## src/rtl/assert_macros.svh

```systemverilog
// assertion helpers, clocked on clk_i and disabled while rst_ni is low
`ifndef ASSERT_MACROS_SVH
`define ASSERT_MACROS_SVH

// property that must hold at every edge
`define ATCL_ASSERT(label, prop, msg) \
  label: assert property (@(posedge clk_i) disable iff (!rst_ni) (prop)) \
    else $error(msg);

// consequent checked in the cycle after the antecedent
`define ATCL_ASSERT_NEXT(label, ante, cons, msg) \
  label: assert property (@(posedge clk_i) disable iff (!rst_ni) (ante) |=> (cons)) \
    else $error(msg);

`endif

```

## src/rtl/atcl_pkg.sv

```systemverilog
`timescale 1ns / 1ps

package atcl_pkg;

  // parse phases
  localparam logic [2:0] PhName   = 3'd0;
  localparam logic [2:0] PhEquals = 3'd1;
  localparam logic [2:0] PhRead   = 3'd2;
  localparam logic [2:0] PhTest   = 3'd3;
  localparam logic [2:0] PhWrite  = 3'd4;

  // result kinds
  localparam logic [1:0] KindName    = 2'd0;
  localparam logic [1:0] KindValue   = 2'd1;
  localparam logic [1:0] KindSummary = 2'd2;

  // command modes
  localparam logic [1:0] ModeExecute = 2'd0;
  localparam logic [1:0] ModeRead    = 2'd1;
  localparam logic [1:0] ModeTest    = 2'd2;
  localparam logic [1:0] ModeWrite   = 2'd3;

  // summary status
  localparam logic [1:0] StatusOk       = 2'd0;
  localparam logic [1:0] StatusNoMarker = 2'd1;
  localparam logic [1:0] StatusEqAtEnd  = 2'd2;
  localparam logic [1:0] StatusTooLong  = 2'd3;

  // characters
  localparam logic [7:0] CharQuery  = 8'h3F;
  localparam logic [7:0] CharEquals = 8'h3D;
  localparam logic [7:0] Char0      = 8'h30;
  localparam logic [7:0] Char9      = 8'h39;

  // register indexes
  localparam logic RegMarkerBytes  = 1'b0;
  localparam logic RegMarkerLength = 1'b1;

  localparam logic [31:0] MarkerBytesRst  = 32'h0041_542B;
  localparam logic [2:0]  MarkerLengthRst = 3'd3;

  // result queue
  localparam int unsigned FifoDepth = 4;
  localparam int unsigned FifoPtrW  = 2;
  localparam int unsigned FifoCntW  = 3;

  typedef struct packed {
    logic [7:0] char_byte;
    logic       end_of_line;
  } in_req_t;

  typedef struct packed {
    logic [1:0]  kind;
    logic [7:0]  out_byte;
    logic [1:0]  mode;
    logic [1:0]  status;
    logic [5:0]  name_length;
    logic [31:0] number_value;
    logic        number_valid;
    logic        last;
  } out_rsp_t;

  typedef struct packed {
    logic        marker_found;
    logic [31:0] recent_window;
    logic [2:0]  window_fill;
    logic [2:0]  phase;
    logic [31:0] number_accum;
    logic        digit_seen;
    logic        number_stopped;
  } parse_state_t;

  localparam parse_state_t ParseStateRst = '{
    marker_found:   1'b0,
    recent_window:  32'd0,
    window_fill:    3'd0,
    phase:          PhName,
    number_accum:   32'd0,
    digit_seen:     1'b0,
    number_stopped: 1'b0
  };

  // up to two results per request, res0 goes out first
  typedef struct packed {
    logic [1:0] num;
    out_rsp_t   res0;
    out_rsp_t   res1;
  } res_push_t;

endpackage

```

## src/rtl/at_command_line_parser_unit.sv

```systemverilog
// AT command line parser.
// Input channel (in_valid_i/in_ready_o/in_req_i) takes one character per
// request with an end-of-line flag. Output channel (out_valid_o/out_ready_i/
// out_rsp_o) returns name bytes, value bytes and one summary per line.
// Each request is parsed in the cycle it is accepted; its results land in a
// registered four-entry result queue that feeds the output in order.
// Input rate is one request per cycle while the queue holds two entries or
// fewer; the output drains one result per cycle while out_ready_i is high,
// and a line ending on a name or value byte yields two results.
// If the receiver stalls, the queue fills and in_ready_o drops once three
// results are waiting; nothing is lost or reordered.
// Reset clears the parse state, empties the queue and restores the marker
// registers to "AT+" with length three. The APB port writes the marker
// registers (offset 0x0 marker bytes, 0x4 marker length); write them only
// while no line is in progress.
`timescale 1ns / 1ps

`include "assert_macros.svh"

module at_command_line_parser_unit #(
  parameter int unsigned MAX_NAME_LENGTH = 32
) (
  input  logic               clk_i,
  input  logic               rst_ni,
  input  logic               in_valid_i,
  output logic               in_ready_o,
  input  atcl_pkg::in_req_t  in_req_i,
  output logic               out_valid_o,
  input  logic               out_ready_i,
  output atcl_pkg::out_rsp_t out_rsp_o,
  input  logic               psel,
  input  logic               penable,
  input  logic               pwrite,
  input  logic [2:0]         paddr,
  input  logic [31:0]        pwdata,
  output logic [31:0]        prdata,
  output logic               pready
);

  localparam int unsigned CntW = $clog2(MAX_NAME_LENGTH + 2);
  localparam logic [CntW-1:0] NameCntLimit = CntW'(MAX_NAME_LENGTH + 1);

  logic [31:0] marker_bytes_q;
  logic [2:0]  marker_length_q;
  logic        cfg_wr;

  atcl_pkg::parse_state_t state_q, state_d;
  logic [CntW-1:0] name_count_q, name_count_d;
  atcl_pkg::res_push_t push;
  logic in_acc;
  logic out_acc;
  logic [atcl_pkg::FifoCntW-1:0] fifo_count;

  // config port
  assign pready = 1'b1;
  assign cfg_wr = psel && penable && pwrite && pready;

  always_ff @(posedge clk_i or negedge rst_ni) begin
    if (!rst_ni) begin
      marker_bytes_q  <= atcl_pkg::MarkerBytesRst;
      marker_length_q <= atcl_pkg::MarkerLengthRst;
    end else if (cfg_wr) begin
      unique case (paddr[2])
        atcl_pkg::RegMarkerBytes:  marker_bytes_q  <= pwdata;
        atcl_pkg::RegMarkerLength: marker_length_q <= pwdata[2:0];
        default: ;
      endcase
    end
  end

  always_comb begin
    unique case (paddr[2])
      atcl_pkg::RegMarkerBytes:  prdata = marker_bytes_q;
      atcl_pkg::RegMarkerLength: prdata = {29'd0, marker_length_q};
      default:                   prdata = '0;
    endcase
  end

  // room for the worst case of two results per request
  assign in_ready_o = fifo_count <= atcl_pkg::FifoCntW'(atcl_pkg::FifoDepth - 2);
  assign in_acc     = in_valid_i && in_ready_o;
  assign out_acc    = out_valid_o && out_ready_i;

  atcl_parser #(
    .MAX_NAME_LENGTH(MAX_NAME_LENGTH),
    .CntW           (CntW)
  ) u_parser (
    .marker_bytes_i (marker_bytes_q),
    .marker_length_i(marker_length_q),
    .in_req_i       (in_req_i),
    .st_i           (state_q),
    .name_count_i   (name_count_q),
    .st_o           (state_d),
    .name_count_o   (name_count_d),
    .push_o         (push)
  );

  always_ff @(posedge clk_i or negedge rst_ni) begin
    if (!rst_ni) begin
      state_q      <= atcl_pkg::ParseStateRst;
      name_count_q <= '0;
    end else if (in_acc) begin
      state_q      <= state_d;
      name_count_q <= name_count_d;
    end
  end

  atcl_result_fifo u_fifo (
    .clk_i    (clk_i),
    .rst_ni   (rst_ni),
    .push_en_i(in_acc),
    .push_i   (push),
    .pop_i    (out_acc),
    .head_o   (out_rsp_o),
    .valid_o  (out_valid_o),
    .count_o  (fifo_count)
  );

  `ATCL_ASSERT_NEXT(a_eol_clears_line, in_acc && in_req_i.end_of_line,
    !state_q.marker_found && (name_count_q == '0), "line state not cleared after end of line")

  `ATCL_ASSERT(a_last_only_on_summary,
    !out_valid_o || (out_rsp_o.last == (out_rsp_o.kind == atcl_pkg::KindSummary)),
    "last flag does not match summary kind")

  `ATCL_ASSERT(a_name_count_bound, name_count_q <= NameCntLimit,
    "name count beyond saturation")

  `ATCL_ASSERT(a_fifo_no_overflow,
    fifo_count <= atcl_pkg::FifoCntW'(atcl_pkg::FifoDepth), "result queue overflow")

endmodule

```

## src/rtl/atcl_parser.sv

```systemverilog
`timescale 1ns / 1ps

module atcl_parser #(
  parameter int unsigned MAX_NAME_LENGTH = 32,
  parameter int unsigned CntW            = 6
) (
  input  logic [31:0]          marker_bytes_i,
  input  logic [2:0]           marker_length_i,
  input  atcl_pkg::in_req_t    in_req_i,
  input  atcl_pkg::parse_state_t st_i,
  input  logic [CntW-1:0]      name_count_i,
  output atcl_pkg::parse_state_t st_o,
  output logic [CntW-1:0]      name_count_o,
  output atcl_pkg::res_push_t  push_o
);

  localparam logic [CntW-1:0] MaxCnt   = CntW'(MAX_NAME_LENGTH);
  localparam logic [CntW-1:0] MaxCntP1 = CntW'(MAX_NAME_LENGTH + 1);

  logic [7:0]       c;
  logic             eol;
  logic [2:0]       len;
  logic [31:0]      mask;
  logic [31:0]      win;
  logic [2:0]       fill;
  logic             is_digit;
  logic [31:0]      acc_next;
  logic             eq_at_end;
  logic             byte_vld;
  logic             too_long;
  logic [CntW-1:0]  nlen;
  logic [CntW+5:0]  nlen_ext;
  atcl_pkg::out_rsp_t byte_res;
  atcl_pkg::out_rsp_t sum_res;
  atcl_pkg::parse_state_t st_d;
  logic [CntW-1:0]  cnt_d;

  assign c   = in_req_i.char_byte;
  assign eol = in_req_i.end_of_line;

  always_comb begin
    unique case (marker_length_i)
      3'd0:                   len = 3'd1;
      3'd1, 3'd2, 3'd3, 3'd4: len = marker_length_i;
      default:                len = 3'd4;
    endcase
  end

  always_comb begin
    unique case (len)
      3'd1:    mask = 32'h0000_00FF;
      3'd2:    mask = 32'h0000_FFFF;
      3'd3:    mask = 32'h00FF_FFFF;
      default: mask = 32'hFFFF_FFFF;
    endcase
  end

  assign win      = {st_i.recent_window[23:0], c};
  assign fill     = (st_i.window_fill < 3'd4) ? st_i.window_fill + 3'd1 : st_i.window_fill;
  assign is_digit = (c >= atcl_pkg::Char0) && (c <= atcl_pkg::Char9);
  // times ten as two shifts
  assign acc_next = (st_i.number_accum << 3) + (st_i.number_accum << 1)
                  + {24'd0, c - atcl_pkg::Char0};

  always_comb begin
    st_d      = st_i;
    cnt_d     = name_count_i;
    eq_at_end = 1'b0;
    byte_vld  = 1'b0;
    byte_res  = '0;
    if (!st_i.marker_found) begin
      st_d.recent_window = win;
      st_d.window_fill   = fill;
      if ((fill >= len) && ((win & mask) == (marker_bytes_i & mask))) begin
        st_d.marker_found = 1'b1;
      end
    end else begin
      unique case (st_i.phase)
        atcl_pkg::PhName: begin
          priority if (c == atcl_pkg::CharQuery) begin
            st_d.phase = atcl_pkg::PhRead;
          end else if (c == atcl_pkg::CharEquals) begin
            if (eol) begin
              eq_at_end = 1'b1;
            end else begin
              st_d.phase = atcl_pkg::PhEquals;
            end
          end else if (name_count_i < MaxCnt) begin
            cnt_d             = name_count_i + 1'b1;
            byte_vld          = 1'b1;
            byte_res.kind     = atcl_pkg::KindName;
            byte_res.out_byte = c;
          end else begin
            cnt_d = MaxCntP1;
          end
        end
        atcl_pkg::PhEquals, atcl_pkg::PhWrite: begin
          if ((st_i.phase == atcl_pkg::PhEquals) && (c == atcl_pkg::CharQuery)) begin
            st_d.phase = atcl_pkg::PhTest;
          end else begin
            st_d.phase = atcl_pkg::PhWrite;
            if (!st_i.number_stopped) begin
              if (is_digit) begin
                st_d.number_accum = acc_next;
                st_d.digit_seen   = 1'b1;
              end else begin
                st_d.number_stopped = 1'b1;
              end
            end
            byte_vld          = 1'b1;
            byte_res.kind     = atcl_pkg::KindValue;
            byte_res.out_byte = c;
          end
        end
        default: ;
      endcase
    end
  end

  assign too_long = cnt_d > MaxCnt;
  assign nlen     = too_long ? MaxCnt : cnt_d;
  assign nlen_ext = {6'd0, nlen};

  always_comb begin
    sum_res      = '0;
    sum_res.kind = atcl_pkg::KindSummary;
    sum_res.last = 1'b1;
    if (!st_d.marker_found) begin
      sum_res.status = atcl_pkg::StatusNoMarker;
    end else if (eq_at_end) begin
      sum_res.status      = atcl_pkg::StatusEqAtEnd;
      sum_res.name_length = nlen_ext[5:0];
    end else begin
      sum_res.name_length = nlen_ext[5:0];
      sum_res.status      = too_long ? atcl_pkg::StatusTooLong : atcl_pkg::StatusOk;
      unique case (st_d.phase)
        atcl_pkg::PhRead: sum_res.mode = atcl_pkg::ModeRead;
        atcl_pkg::PhTest: sum_res.mode = atcl_pkg::ModeTest;
        atcl_pkg::PhWrite: begin
          sum_res.mode         = atcl_pkg::ModeWrite;
          sum_res.number_value = st_d.number_accum;
          sum_res.number_valid = st_d.digit_seen;
        end
        default: sum_res.mode = atcl_pkg::ModeExecute;
      endcase
    end
  end

  always_comb begin
    push_o = '0;
    if (byte_vld) begin
      push_o.res0 = byte_res;
      push_o.res1 = sum_res;
      push_o.num  = eol ? 2'd2 : 2'd1;
    end else begin
      push_o.res0 = sum_res;
      push_o.num  = eol ? 2'd1 : 2'd0;
    end
  end

  // the line state starts over after each end of line
  assign st_o         = eol ? atcl_pkg::ParseStateRst : st_d;
  assign name_count_o = eol ? '0 : cnt_d;

endmodule

```

## src/rtl/atcl_result_fifo.sv

```systemverilog
`timescale 1ns / 1ps

module atcl_result_fifo (
  input  logic                              clk_i,
  input  logic                              rst_ni,
  input  logic                              push_en_i,
  input  atcl_pkg::res_push_t               push_i,
  input  logic                              pop_i,
  output atcl_pkg::out_rsp_t                head_o,
  output logic                              valid_o,
  output logic [atcl_pkg::FifoCntW-1:0]     count_o
);

  atcl_pkg::out_rsp_t mem_q [atcl_pkg::FifoDepth];
  logic [atcl_pkg::FifoPtrW-1:0] wp_q, wp_d, rp_q, rp_d, wp_next;
  logic [atcl_pkg::FifoCntW-1:0] cnt_q, cnt_d;
  logic [1:0] push_num;

  assign push_num = push_en_i ? push_i.num : 2'd0;
  assign wp_next  = wp_q + 1'b1;
  assign wp_d     = wp_q + atcl_pkg::FifoPtrW'(push_num);
  assign rp_d     = rp_q + atcl_pkg::FifoPtrW'(pop_i);
  assign cnt_d    = cnt_q + atcl_pkg::FifoCntW'(push_num) - atcl_pkg::FifoCntW'(pop_i);

  always_ff @(posedge clk_i) begin
    if (push_num != 2'd0) begin
      mem_q[wp_q] <= push_i.res0;
    end
    if (push_num == 2'd2) begin
      mem_q[wp_next] <= push_i.res1;
    end
  end

  always_ff @(posedge clk_i or negedge rst_ni) begin
    if (!rst_ni) begin
      wp_q  <= '0;
      rp_q  <= '0;
      cnt_q <= '0;
    end else begin
      wp_q  <= wp_d;
      rp_q  <= rp_d;
      cnt_q <= cnt_d;
    end
  end

  assign head_o  = mem_q[rp_q];
  assign valid_o = cnt_q != '0;
  assign count_o = cnt_q;

endmodule
```

## config.mk

```make
export PLATFORM = sky130hd
export DESIGN_NAME = at_command_line_parser_unit
export DESIGN_NICKNAME = d
export VERILOG_FILES = /design/src/rtl/atcl_pkg.sv /design/src/rtl/at_command_line_parser_unit.sv /design/src/rtl/atcl_parser.sv /design/src/rtl/atcl_result_fifo.sv
export VERILOG_INCLUDE_DIRS = /design/src /design/src/rtl
export SDC_FILE = /design/constraint.sdc
export NUM_CORES = 1
export LEC_CHECK = 0
export BUFFER_PORTS_ARGS = -buffer_cell sky130_fd_sc_hd__buf_2
export CAP_MARGIN = 40
export CORE_MARGIN = 2
export CORE_UTILIZATION = 39
export CTS_BUF_LIST = sky130_fd_sc_hd__clkbuf_2
export DETAILED_ROUTE_END_ITERATION = 16
export GPL_ROUTABILITY_DRIVEN = 0
export GPL_TIMING_DRIVEN = 0
export HOLD_SLACK_MARGIN = 0.12
export PLACE_DENSITY = 0.57
export SLEW_MARGIN = 40
export SYNTH_ARGS = -nofsm -noshare
export SYNTH_HDL_FRONTEND = slang
export SYNTH_HIERARCHICAL = 1
export SYNTH_SLANG_ARGS = --single-unit
```

## constraint.sdc

```tcl
create_clock -name clk_i -period 8.45 [get_ports clk_i]
set_input_delay 0.4225 -clock clk_i [delete_from_list [all_inputs] [get_ports clk_i]]
set_output_delay 0.4225 -clock clk_i [all_outputs]
set_load 0.005 [all_outputs]
```

-- Yosys cells after proc, flatten, opt, wreduce, memory -nomap -nowiden
Memory sizes are Yosys's and may differ from the RTL's.
Index checks and enable logic that the tools add are counted.
- logic and storage cells: 131
- bits of input ports: 51
- output and inout port bits: 89
- memory bits (writable): 216
- register bits: 113
- memories kept: 1
- memories (name ; depth ; bits a word ; rd ports ; clocked after memory_dff ; write ports ; line ; text):
    u_fifo.mem_q ; 4 ; 54 ; 1 ; 0 ; 2 ; atcl_result_fifo.sv:14 ; atcl_pkg::out_rsp_t mem_q [atcl_pkg::FifoDepth];
- bitwise gates (word level): 3
- add/subtract/negate cells: 10
- mux-type cells: 60
- $lt $le $gt $ge: 7
- reduce and logical (&&, ||, !) cells: 19
- equal/unequal tests: 18
- operators with widths (operator ; number):
    2-to-1 mux 34 bit ; 3
    2-to-1 mux 33 bit ; 3
    case mux 32 bit (3 select lines) ; 1
    2-to-1 mux 73 bit ; 1
    bitwise AND 32 bit ; 2
    case mux 32 bit (2 select lines) ; 1
    2-to-1 mux 56 bit ; 1
    2-to-1 mux 54 bit ; 1
    2-to-1 mux 6 bit ; 7
    2-to-1 mux 39 bit ; 1
    2-to-1 mux 37 bit ; 1
    2-to-1 mux 36 bit ; 1
    adder 32 bit ; 1
    adder 32 x 8 -> 32 bit ; 1
    equality test 32 bit ; 1
    2-to-1 mux 10 bit ; 3
    case mux 10 bit (2 select lines) ; 1
    equality test 3 x 2 -> 1 bit, second input constant ; 6
    2-to-1 mux 1 bit ; 17
    equality test 8 x 6 -> 1 bit, second input constant ; 2
    2-to-1 mux 8 bit ; 2
    2-to-1 mux 3 bit ; 5
    2-to-1 mux 2 bit ; 6
    case mux 3 bit (2 select lines) ; 2
    31 further kinds ; 47

-- Logic depth before layout (Yosys ltp)
- depth after elaboration: 16
- depth in mapped cells: 16
- depth with buffers taken out: 15

-- Modules after synthesis
Netlist, hierarchy kept.
- by module, submodules not included (module ; cells each ; sequential area each (um^2) ; times used ; area an instance (um^2)):
    atcl_result_fifo ; 567 ; 6661.4 ; 1 ; 10953.0
    atcl_parser ; 736 ; 0.0 ; 1 ; 4853.4
    at_command_line_parser_unit ; 282 ; 2866.5 ; 1 ; 4571.9

-- Worst setup path before layout
No wires, ideal clock.
- path type: in2reg
- from: input in_req_i[5] (netlist bit)
- to: memory u_fifo/mem_q[1][0] (netlist bit) (enable)
- path buffers: 1
- arrival: 4591 ps
- data required time: 7984 ps
- stages on the path: 12
- path slack: 3393 ps
- library setup time: 466 ps
- cell sequence: ha_1 -> nor3b_4 -> a311oi_2 -> o21ai_4 -> inv_2 -> nor2_2 -> inv_2 -> clkbuf_1 -> ha_1 -> nor2b_1 -> o21ai_0 -> nor2_1
- RTL lines (element ; line ; text):
    start, declared ; at_command_line_parser_unit.sv:27 ; input atcl_pkg::in_req_t in_req_i,
    end, declared ; atcl_result_fifo.sv:14 ;

==> summary.txt <==
Detailed routing
  – WL final: 54460 um
  – Via Count: 14140
  – M1 wire length: 24000 um
  – Met3 wire len: 2391 um
  – Remaining DRCs: 0
  – Initial detailed-routing violation count: 870
  – Vias per std cell: 5.322
  – ANT nets after route: 0
  – Met2 WL: 26710 um
  – First-pass iteration count of the detailed router: 5
  – Highest Signal Layer: met4
  – Drt wl/cell: 20.50 um

Worst setup path
  – Crit path max fanout: 12
  – Family with the most delay on the worst path: buffers and inverters
  – Critical path, cell by cell: dlygate4sd3_1 -> buf_2 -> ha_1 -> nor3b_4 -> a311oi_2 -> o21ai_4 -> inv_2 -> nor2_2 -> inv_2 -> clkbuf_1 -> ha_1 -> nand3b_2 -> nor2_2 -> buf_2 -> mux2_2
  – CP required: 9.20 ns
  – Slowest CP cell: nor2_2
  – WS Path Type: in2reg
  – Critical path's largest stage delay: 0.56 ns
  – CP Capture Type: flip-flop
  – Worst EP arrival: 5.52 ns
  – Critical path buffers and inverters: 6
  – Startpoint types: input pin

Floorplan
  – Die ar.: 53050 um2
  – Die X: 230.3 um
  – # rows: 82
  – Die span in y: 230.3 um
  – Starting Density: 39.66%
  – I/O Pins: 140
  – Core ar.: 50380 um2

STA
  – Unrepaired setup endpoints after global routing: false
  – Period utilization: 56.44%
  – Tmin final: 4.769 ns
  – Fin. max-slew vios: 0
  – Max Freq: 209.7 MHz
  – Final setup fails: 0
  – Final setup TNS: 0 ns
  – WHS: 0.4086 ns
  – Final clock skew: 0.1035 ns
  – PnR worst setup slack: 3.681 ns
  – Worst slew margin: 43.54%
  – Hold Violations, Final: 0
  – Measured slew at the worst slew-check pin: 0.8470 ns

CTS
  – H-tree Lvls: 3
  – # resized after CTS: 0
  – Root Driver: clkbuf_2
  – CTS Sinks: 329
  – Number of buffers created by CTS: 92
  – Clock Path Buffers: 3
  – CTS clk-pin slew, worst paths: 0.09 ns
  – Clk_lat worst skew: 1.08 ns
  – CTS tree: yes
  – Setup Buffers After CTS: 0

Place
  – Place WS: 3.237 ns
  – Dpl cell area: 21830 um2
  – PortBufs: 135
  – HPWL Detailed: 36790 um

Global routing
  – Global route overflow: 0
  – GRT Resource Usage Total: 20.58%
  – Largest net degree at the start of global routing: 64
  – Vias in the first global route: 14700
  – Initial antenna violation count: 3
  – First-pass GRT wire length: 83700 um

Finish
  – Nets@finish: 2035
  – Fillers: 4570
  – Area grow syn2layout: 19.22%
  – Fin area: 23820 um2
  – FF/Latch Area: 9328 um2
  – Area occupied by multi-input gates: 9987 um2
  – Post-Route Utilization: 47.28%
  – Share of cells above drive strength 1: 38.83%

Synth
  – Yosys warns: 6
  – Syn avg cell area: 12.86 um2
  – Syn Inst Count: 1553
  – Synthesized area: 19980 um2

Pwr
  – Static leakage: 10.06 nW
  – Pwr/cell area: 193.3 nW/um2
  – Worst VDD drop: 0.1176 mV

Hold path
  – Worst min-delay path category: in2reg

Job
  – Max_cap viols: 0

Run status
  – Outcome: complete, no violations
[state kept, by name, indices dropped and copies added, names as in the netlist]
name	cells
u_fifo/count_o	3
marker_bytes_q	32
marker_length_q	3
u_fifo/wp_q	2
u_fifo/rp_q	2
state_q	65
u_fifo/mem_q	216
name_count_q	6
[worst paths after layout]
kind	startpoint	end	slack, ns	cells past startpoint
worst min register to register	u_fifo/rp_q[0]$_DFF_PN0_	u_fifo/rp_q[0]$_DFF_PN0_	0.51	1
worst max register to register	state_q[36]$_DFFE_PN0P_	u_fifo/mem_q[3][28]$_DFFE_PP_	3.81	12
max in group asynchronous	rst_ni	state_q[20]$_DFFE_PN0P_	7.30	5
worst min-delay path	paddr[2]	marker_bytes_q[11]$_DFFE_PN0P_	0.41	4
worst max-delay path	in_req_i[5]	u_fifo/mem_q[3][28]$_DFFE_PP_	3.68	15
min in group asynchronous	rst_ni	state_q[62]$_DFFE_PN0P_	0.43	4
[placed cells by master, fill, tap and decap left out, drive strengths merged, types with 10 or more instances in the layout]
master	count
mux2i	33
xnor2	17
xor2	33
nand2	39
conb	10
and2	19
a31oi	12
dfrtp	102
mux2	326
ha	64
nand2b	10
inv	28
clkbuf	182
clkinv	12
a21o	14
buf	216
and3	12
edfxtp	216
nor3	27
nand3	13
a211oi	21
o21ai	22
nor2	162
dlygate4sd3	110
dfstp	11
mux4	54
nor2b	36
o21a	11
nand4	12
a21oi	66
[worst min-delay path, cell delays in order]
cell,delay [ns]
buf_2,0.16
nand4b_4,0.18
mux2_2,0.15
dlygate4sd3_1,0.53
[report_power, final]
| part | internal [mW] | switching (mW) | leakage [nW] | total [mW] |
|---|---|---|---|---|
| Combinational | 0.728 | 0.656 | 5.90 | 1.38 |
| Clock | 0.516 | 0.682 | 0.675 | 1.20 |
| Sequential | 1.88 | 0.140 | 3.48 | 2.02 |
| Total | 3.13 | 1.48 | 10.1 | 4.61 |
[metal layers]
layer	track usage [%]	vias to the layer above
met2	34.81	398
met1	26.28	7015
met5	0	-
li1	-	6632
met3	3.582	91
met4	7.964	0
[repair_timing]
item                                    4_1_cts  5_1_grt
endpoints found under the hold margin       249        0
endpoints found under the setup margin        0        0
hold buffers                                111        0
[final cells by class]
cell class | instances | area share (%)
multi-input combinational | 1104 | 41.93
sequential | 329 | 39.16
timing repair buffer | 258 | 8.752
tap | 672 | 3.530
clock buffer | 148 | 3.110
buffer | 102 | 2.611
clock inverter | 16 | 0.4833
inverter | 26 | 0.4098
antenna | 1 | 0.01051
[through the flow]
step	instances	power (mW)
floorplan	1561	2.858
global placement	2368	3.349
detailed placement	2380	3.395
CTS	2655	4.691
global route	2656	4.886
finish	2656	4.605
Note: power is estimated with default switching activity, not from simulation.
